File: config.mk
export PLATFORM = sky130hd
export DESIGN_NAME = job_handle_deque_core
export DESIGN_NICKNAME = d
export VERILOG_FILES = /design/src/rtl/core/jhd_pkg.sv /design/src/rtl/core/job_handle_deque_core.sv
export VERILOG_INCLUDE_DIRS = /design/src /design/src/rtl/core
export SDC_FILE = /design/constraint.sdc
export NUM_CORES = 1
export LEC_CHECK = 0
export BUFFER_PORTS_ARGS = -buffer_cell sky130_fd_sc_hd__buf_2
export CORE_UTILIZATION = 40
export DETAILED_ROUTE_END_ITERATION = 6
export PLACE_DENSITY = 0.59
export SLEW_MARGIN = 25
export SYNTH_ARGS = -nofsm -noshare
export SYNTH_HDL_FRONTEND = slang
export SYNTH_SLANG_ARGS = --single-unit
File: constraint.sdc
create_clock -name aclk -period 3.9 [get_ports aclk]
set_input_delay 0.78 -clock aclk [delete_from_list [all_inputs] [get_ports aclk]]
set_output_delay 0.78 -clock aclk [all_outputs]
set_load 0.05 [all_outputs]
File: src/rtl/core/job_handle_deque_core_defines.svh
// assertion macros for the job handle deque core
// used by job_handle_deque_core.sv, expects aclk and aresetn in scope
`ifndef JOB_HANDLE_DEQUE_CORE_DEFINES_SVH
`define JOB_HANDLE_DEQUE_CORE_DEFINES_SVH

// checked only while out of reset
`define JHD_ASSERT(label, prop, msg) \
    label: assert property (@(posedge aclk) disable iff (!aresetn) prop) else $error(msg);

// checked at every edge, reset included
`define JHD_ASSERT_ALWAYS(label, prop, msg) \
    label: assert property (@(posedge aclk) prop) else $error(msg);

`endif

File: src/rtl/core/jhd_pkg.sv
// shared types and constants for the job handle deque core
// no dependencies
`default_nettype none

package jhd_pkg;

    localparam int QUEUE_DEPTH = 16;
    localparam int HANDLE_BITS = 8;
    localparam int IDX_W       = $clog2(QUEUE_DEPTH);
    localparam int CNT_W       = $clog2(QUEUE_DEPTH + 1);
    localparam int OP_W        = 3;
    localparam int STATUS_W    = 2;

    localparam logic [OP_W-1:0] OP_APPEND       = 3'd0;
    localparam logic [OP_W-1:0] OP_REMOVE_NAMED = 3'd1;
    localparam logic [OP_W-1:0] OP_REMOVE_REAR  = 3'd2;
    localparam logic [OP_W-1:0] OP_REMOVE_FRONT = 3'd3;
    localparam logic [OP_W-1:0] OP_QUERY        = 3'd4;

    localparam logic [STATUS_W-1:0] ST_OK    = 2'd0;
    localparam logic [STATUS_W-1:0] ST_EMPTY = 2'd1;
    localparam logic [STATUS_W-1:0] ST_FULL  = 2'd2;

    typedef struct packed {
        logic [OP_W-1:0]        operation;
        logic [HANDLE_BITS-1:0] job_handle;
    } jhd_in_t;

    typedef struct packed {
        logic [STATUS_W-1:0]    status;
        logic [HANDLE_BITS-1:0] removed_handle;
        logic [CNT_W-1:0]       entry_total;
    } jhd_out_t;

endpackage

`default_nettype wire

File: src/rtl/core/job_handle_deque_core.sv
// append, refused or empty-queue beats give a result in the cycle after accept
// search: each entry examined takes a memory read (S_FETCH) and then a compare (S_EVAL)
// removal moves each later entry forward with a read (S_SFETCH) and a write (S_SWRITE), then closes in S_SFETCH
// no new beat is taken until the result has left; s_ready returns in the cycle after it leaves
// the entry memory has one write port and one registered read port, so each moved entry is read, then written
// reset clears the count and control state; entry storage is not cleared
`default_nettype none
`include "job_handle_deque_core_defines.svh"

module job_handle_deque_core
    import jhd_pkg::*;
(
    input  wire logic     aclk,
    input  wire logic     aresetn,
    input  wire logic     s_valid,
    output logic          s_ready,
    input  wire jhd_in_t  s_data,
    output logic          m_valid,
    input  wire logic     m_ready,
    output jhd_out_t      m_data
);

    typedef enum logic [5:0] {
        S_IDLE   = 6'b000001,
        S_FETCH  = 6'b000010,
        S_EVAL   = 6'b000100,
        S_SFETCH = 6'b001000,
        S_SWRITE = 6'b010000,
        S_DONE   = 6'b100000
    } state_t;

    state_t                 state_reg, state_next;
    logic [CNT_W-1:0]       count_reg, count_next;
    logic [IDX_W-1:0]       idx_reg, idx_next;
    logic [OP_W-1:0]        op_reg, op_next;
    logic [HANDLE_BITS-1:0] handle_reg, handle_next;
    logic [HANDLE_BITS-1:0] removed_reg, removed_next;
    logic [STATUS_W-1:0]    status_reg, status_next;

    logic [HANDLE_BITS-1:0] mem [QUEUE_DEPTH];
    logic [HANDLE_BITS-1:0] rd_data_reg;
    logic [IDX_W-1:0]       rd_addr;
    logic                   wr_en;
    logic [IDX_W-1:0]       wr_addr;
    logic [HANDLE_BITS-1:0] wr_data;

    logic [CNT_W-1:0]       idx_inc;
    logic                   hit;
    logic                   append_full;

    assign idx_inc = CNT_W'(idx_reg) + CNT_W'(1);
    // end removals take whatever sits at the index, others need an equal handle
    assign hit = (op_reg == OP_REMOVE_FRONT) || (op_reg == OP_REMOVE_REAR) ||
                 (rd_data_reg == handle_reg);
    assign rd_addr = (state_reg == S_SFETCH) ? (idx_reg + IDX_W'(1)) : idx_reg;

    always_ff @(posedge aclk) begin
        if (wr_en) begin
            mem[wr_addr] <= wr_data;
        end
        rd_data_reg <= mem[rd_addr];
    end

    always_comb begin
        state_next   = state_reg;
        count_next   = count_reg;
        idx_next     = idx_reg;
        op_next      = op_reg;
        handle_next  = handle_reg;
        removed_next = removed_reg;
        status_next  = status_reg;
        wr_en        = 1'b0;
        wr_addr      = idx_reg;
        wr_data      = rd_data_reg;

        unique case (state_reg)
            S_IDLE: begin
                if (s_valid) begin
                    op_next      = s_data.operation;
                    handle_next  = s_data.job_handle;
                    removed_next = '0;
                    status_next  = ST_EMPTY;
                    idx_next     = '0;
                    state_next   = S_DONE;
                    unique case (s_data.operation)
                        OP_APPEND: begin
                            if (count_reg == CNT_W'(QUEUE_DEPTH)) begin
                                status_next = ST_FULL;
                            end else begin
                                wr_en       = 1'b1;
                                wr_addr     = count_reg[IDX_W-1:0];
                                wr_data     = s_data.job_handle;
                                count_next  = count_reg + CNT_W'(1);
                                status_next = ST_OK;
                            end
                        end
                        OP_REMOVE_NAMED, OP_QUERY, OP_REMOVE_FRONT: begin
                            if (count_reg != '0) begin
                                state_next = S_FETCH;
                            end
                        end
                        OP_REMOVE_REAR: begin
                            if (count_reg != '0) begin
                                idx_next   = IDX_W'(count_reg - CNT_W'(1));
                                state_next = S_FETCH;
                            end
                        end
                        default: begin
                            state_next = S_DONE;
                        end
                    endcase
                end
            end
            S_FETCH: begin
                state_next = S_EVAL;
            end
            S_EVAL: begin
                if (hit) begin
                    status_next = ST_OK;
                    if (op_reg == OP_QUERY) begin
                        state_next = S_DONE;
                    end else begin
                        removed_next = rd_data_reg;
                        state_next   = S_SFETCH;
                    end
                end else if (idx_inc == count_reg) begin
                    state_next = S_DONE;
                end else begin
                    idx_next   = idx_reg + IDX_W'(1);
                    state_next = S_FETCH;
                end
            end
            S_SFETCH: begin
                // close the gap one entry at a time
                if (idx_inc >= count_reg) begin
                    count_next = count_reg - CNT_W'(1);
                    state_next = S_DONE;
                end else begin
                    state_next = S_SWRITE;
                end
            end
            S_SWRITE: begin
                wr_en      = 1'b1;
                wr_addr    = idx_reg;
                wr_data    = rd_data_reg;
                idx_next   = idx_reg + IDX_W'(1);
                state_next = S_SFETCH;
            end
            S_DONE: begin
                if (m_ready) begin
                    state_next = S_IDLE;
                end
            end
            default: begin
                state_next = S_IDLE;
            end
        endcase
    end

    always_ff @(posedge aclk) begin
        if (!aresetn) begin
            state_reg <= S_IDLE;
            count_reg <= '0;
        end else begin
            state_reg <= state_next;
            count_reg <= count_next;
        end
        idx_reg     <= idx_next;
        op_reg      <= op_next;
        handle_reg  <= handle_next;
        removed_reg <= removed_next;
        status_reg  <= status_next;
    end

    assign s_ready = (state_reg == S_IDLE);
    assign m_valid = (state_reg == S_DONE);

    assign m_data.status         = status_reg;
    assign m_data.removed_handle = removed_reg;
    assign m_data.entry_total    = count_reg;

    assign append_full = s_valid && s_ready && (s_data.operation == OP_APPEND) &&
                         (count_reg == CNT_W'(QUEUE_DEPTH));

    `JHD_ASSERT(a_count_in_range, count_reg <= CNT_W'(QUEUE_DEPTH), "entry count beyond depth")
    `JHD_ASSERT_ALWAYS(a_one_side_open, !aresetn || !(s_ready && m_valid), "both sides open")
    `JHD_ASSERT(a_shift_in_queue, (state_reg == S_SWRITE) |-> (idx_inc < count_reg), "bad shift")
    `JHD_ASSERT(a_full_keeps_count, append_full |=> $stable(count_reg), "full append moved count")

endmodule

`default_nettype wire
======== Word level (Yosys, flattened, before mapping) ========
Memory sizes are Yosys's and may differ from the RTL's. A register that Yosys moved wholly into a read port is not among the register bits.
Cells that the tools add are included.
word-level totals
  memories ................................ 1
  bits in registers ....................... 36
  memory bits (writable) .................. 128
  output and inout port bits .............. 17
  input port bits ......................... 15
  word-level logic and storage cells ...... 96
memory list
  name  words  bits a word  rd ports  clocked after memory_dff  write ports  RTL line                     text
  mem   16     8            1         1                         1            job_handle_deque_core.sv:40  logic [HANDLE_BITS-1:0] mem [QUEUE_DEPTH];
cells by class
  muxes and demuxes ....................... 44
  $add $sub $neg .......................... 4
  order comparisons ....................... 1
  equality and inequality tests ........... 25
  reductions and logical operators ........ 14
operators by type and width
  cell                                                             count
  8-bit two-way mux                                                7
  6-bit two-way mux                                                8
  4-bit two-way mux                                                10
  6-bit one-hot mux with 6 select lines                            1
  5-bit two-way mux                                                4
  8-bit one-hot mux with 2 select lines                            1
  3-bit by 2-bit == test with 1-bit output, second input constant  4
  2-bit != test, second input constant                             6
  4-bit one-hot mux with 3 select lines                            1
  5-bit one-hot mux with 2 select lines                            1
  8-bit == test                                                    1
  2-bit two-way mux                                                4
  4-bit AND reduction                                              2
  3-bit == test, second input constant                             2
  6-bit by 1-bit == test with 1-bit output, second input constant  1
  6-bit by 2-bit == test with 1-bit output, second input constant  1
  6-bit by 3-bit == test with 1-bit output, second input constant  1
  6-bit by 4-bit == test with 1-bit output, second input constant  1
  6-bit by 5-bit == test with 1-bit output, second input constant  1
  6-bit == test, second input constant                             1
  2-bit by 1-bit != test with 1-bit output, second input constant  3
  4-bit by 1-bit adder with 5-bit output, second input constant    1
  5-bit by 1-bit adder with 5-bit output, second input constant    1
  5-bit == test                                                    1
  17 further kinds                                                 24

======== Logic depth before layout (Yosys ltp) ========
  word-level depth ........................ 7
  depth in mapped cells ................... 11
  gate-level depth less buffers ........... 10

======== Worst setup path before layout ========
OpenSTA, ideal clock, no wires.
  kind .................................... reg2reg
  start point ............................. register count_reg[0]
  end point ............................... memory mem[14][0] (enable)
  path slack .............................. 1.071 ns
  data required time ...................... 3.530 ns
  buffers on the path ..................... 2
  cell stages (with the launch flop) ...... 10
  arrival ................................. 2.459 ns
  library setup time ...................... 0.370 ns
  clock period less this slack ............ 2.829 ns
  path through ............................ dfxtp_1 clkbuf_1 inv_1 ha_1 nand3_1 and4_1 buf_2 nand2_1 o22a_1 nor2_1
on the way
  longest elaborated chain between the ends .. 7
  elaborated cells between the ends (all ways) .. 11
  classes of those cells .................. 1 x eq/ne; 10 x mux
RTL lines
  element                                  RTL line                      text
  from (decl)                              job_handle_deque_core.sv:33   logic [CNT_W-1:0] count_reg, count_next;
  from (signal assigned)                   job_handle_deque_core.sv:166  count_reg <= count_next;
  5-bit == test                            n/a
  1-bit two-way mux                        job_handle_deque_core.sv:87   if (count_reg == CNT_W'(QUEUE_DEPTH)) begin
  1-bit two-way mux                        job_handle_deque_core.sv:85   unique case (s_data.operation)
  1-bit two-way mux                        job_handle_deque_core.sv:78   if (s_valid) begin
  1-bit one-hot mux with 2 select lines    job_handle_deque_core.sv:76   unique case (state_reg)
  1-bit two-way mux                        job_handle_deque_core.sv:58   if (wr_en) begin
  1-bit two-way mux (implied by the code)  job_handle_deque_core.sv:59   mem[wr_addr] <= wr_data;
  to (decl)                                job_handle_deque_core.sv:40
Several ways; a longest one is shown, not always the timed one.

======== Worst setup path in the final report ========
Same ends and word-level chain as after synthesis.

==> metrics <==
run status finished, final reports clean; initial antenna violation count 0; share of cells above drive strength 1 between 10% and 20%; R2R Setup Slk ~0.6 ns; post-synth top area cell edfxtp_1; Reg power frac between 40% and 50%; Routed WL ~18000 um; max incr delay on CP ~0.74 ns; Hold Path Stages 2; Layout area overhead 13.4%; DR pass1 iterations 5; die height between 100 and 150 um; Hold Path Sink count_reg[4]$_SDFFE_PN0P_; post-CTS sizing 0; Largest register FFs 128; Mapped Nets between 500 and 600; Layout Nets 608; initial DRC count around 440; yosys warns 0; multi-input logic area around 2800 um2; hold path startpoint count_reg[4]$_SDFFE_PN0P_; fillers about 1.7k; CTS tree yes; post-cts hold buffer count 0; I/O pin count 32; register area ~5000 um2; area post-placement around 8400 um2; final hold violations 0; first-pass GRT wire length 28200 um; CP bufs+invs 1; Final Instance Area 8990 um2; DRC Markers 0; synth top area cells edfxtp_1 58%, mux4_2 7.7%, mux2i_1 6.1%; Slew headroom between 30% and 40%; final non-filler cell total 862; post-synthesis sequential area ratio around 63%; critical path's slowest cell nor2_1; IO Port Bufs 31; Setup crit end kind flip-flop; combinational share of power 30.5%; worst r2r src count_reg[0]$_SDFFE_PN0P_; Std-Cell Rows 51; Top delay family on crit path simple AND/OR/NAND/NOR gates; total power 5.97 mW; post-synthesis register bit count 172; number of synthesized flops with an enable pin between 150 and 200; Async SR Flop Fraction 0%; Worst Hold Class reg2reg; Setup Skew 0.0139 ns; Die Span X ~140 um; Vias 4804; core box area ~20000 um2; final worst setup slack 0.606 ns; # Post-CTS Setup Buffers 0; critical path cell sequence inv_1 -> ha_1 -> nand3_1 -> and4_1 -> nand2_1 -> o22a_1 -> nor2_1; Post-Place Setup Slack ~0.65 ns; largest net degree at the start of global routing 46; CTS max path bufs 2; switch share 33.0%; P_sw between 1.5 and 2 mW; fmax slightly above 300 MHz; Worst Tran Pin Value ~0.94 ns; Worst Reg-to-Reg Cells 7; Cells after Synth 546; Setup Viol. Count Final 0; root buffer cell clkbuf_16; Clock power frac 28.2%; PwrDens approximately 660 nW/um2; Final Cycle Share 84.5%; H-Tree Depth 4; die footprint a little over 20000 um2; post-synth cell types between 50 and 60; worst-skew pair later-pin latency roughly 0.44 ns; Post-Route Setup TNS 0 ns; vias per cell between 5 and 6; Pleak 3.03 nW; R2R Path End mem[14][0]$_DFFE_PP_; Max VDD drop between 0.0002 and 0.0003 V; most frequent cell after synthesis edfxtp_1; WL/cell around 21 um; vias in the first global route between 4k and 5k; minimum clock period around 3.3 ns; P_int between 4 and 5 mW; gpl congestion 0.850; Crit Path Class reg2reg; Largest Register mem; Max Cap Viol 0; CP required 3.95 ns; Clock transition at path regs 0.07 ns; Slew Limit Fails 0; syn avg cell area about 15 um2; antenna viol nets, final 0; critical path arrival between 3 and 4 ns; prevailing post-synth register cell edfxtp_1; total CTS buffers 17; netlist area before placement 7930 um2; CP Max Fanout 14; HPWL after DPL about 13000 um; placed insts between 800 and 900; post-synth top area share roughly 58%; Initial Util ~41%; RSZ-0062 raised after global routing false; CTS Sinks approximately 170; Startpoint Class flip-flop; global route total overflow 0; ANT cells 0; synth cell count leaders 153 x edfxtp_1, 48 x mux2i_1, 37 x nand2_1, 37 x nor2_1, 27 x mux4_2; GRT Overall Usage between 10% and 20%
layer usage:
metal	wire [um]	vias up	track usage (%)
li1	-	2225	-
met1	8040	2427	25.4
met2	9000	127	31.4
met3	714	25	3.86
met4	338	0	6.79
met5	0	-	0
power by group through the flow:
stage / registers (mW) / logic (mW) / clock network [mW]
final: 2.47 / 1.82 / 1.68
after detailed placement: 2.51 / 1.83 / 0
after CTS: 2.47 / 1.84 / 1.71
after floorplan: 2.60 / 1.18 / 0
after global placement: 2.50 / 1.80 / 0
after global routing: 2.49 / 1.95 / 1.77
worst max path at each step:
stage                                   start                        end  slack, ns  depth (start not counted)
finish              count_reg[0]$_SDFFE_PN0P_       mem[14][0]$_DFFE_PP_       0.61                          7
global route             idx_reg[0]$_DFFE_PP_  count_reg[1]$_SDFFE_PN0P_       0.25                          9
CTS                 count_reg[0]$_SDFFE_PN0P_       mem[14][0]$_DFFE_PP_       0.62                          7
detailed placement                 s_data[10]       mem[14][4]$_DFFE_PP_       0.65                          6
global placement    count_reg[0]$_SDFFE_PN0P_       mem[14][4]$_DFFE_PP_       0.64                          7
floorplan           count_reg[0]$_SDFFE_PN0P_       mem[14][0]$_DFFE_PP_       1.07                          9
worst min-delay path: cells and delay by family, from the launching register on:
kind / cells / cell delay, ns
flops: 1 / 0.33
simple gates: 1 / 0.06
mux: 1 / 0.05
final cells by class:
cell class / instances / share of cell area (%)
multi-input cells: 337 / 31.0
clock buffers: 20 / 4.97
well taps: 265 / 3.69
clock inverters: 12 / 1.53
inverters: 11 / 0.459
repair buffers: 45 / 3.03
flip-flops and latches: 172 / 55.3
stage by stage:
stage / utilization (%) / hold slack [ns]
4_1_cts: 46.2 / 0.492
2_1_floorplan: - / 0.533
6_report: 46.2 / 0.485
3_3_place_gp: 43.2 / 0.477
3_5_place_dp: 43.2 / 0.477
5_1_grt: 46.2 / 0.528
cells in the final DEF, fill, tap and decap left out, drive strengths merged, types with 6 or more instances in the layout:
master	count
a22oi	11
and2	12
a21o	6
clkbuf	20
a21oi	10
edfxtp	153
buf	45
nand3	15
dfxtp	19
xnor2	17
inv	14
nor2	37
ha	9
o21ai	14
mux2i	48
nor3	6
nand2	38
a211oi	7
and3	7
mux2	10
mux4	27
cells by family after synthesis:
| logic type | synth area share, % |
|---|---|
| xor gates and xnor gates | 2.12 |
| and+or+nand+nor | 8.87 |
| muxes | 15.2 |
| DFF | 62.8 |
| buffers and inverters | 2.12 |
| AOI/OAI and AO/OA | 7.56 |
| adders and majority gates | 1.42 |
Note: power is estimated with default switching activity, not from simulation.
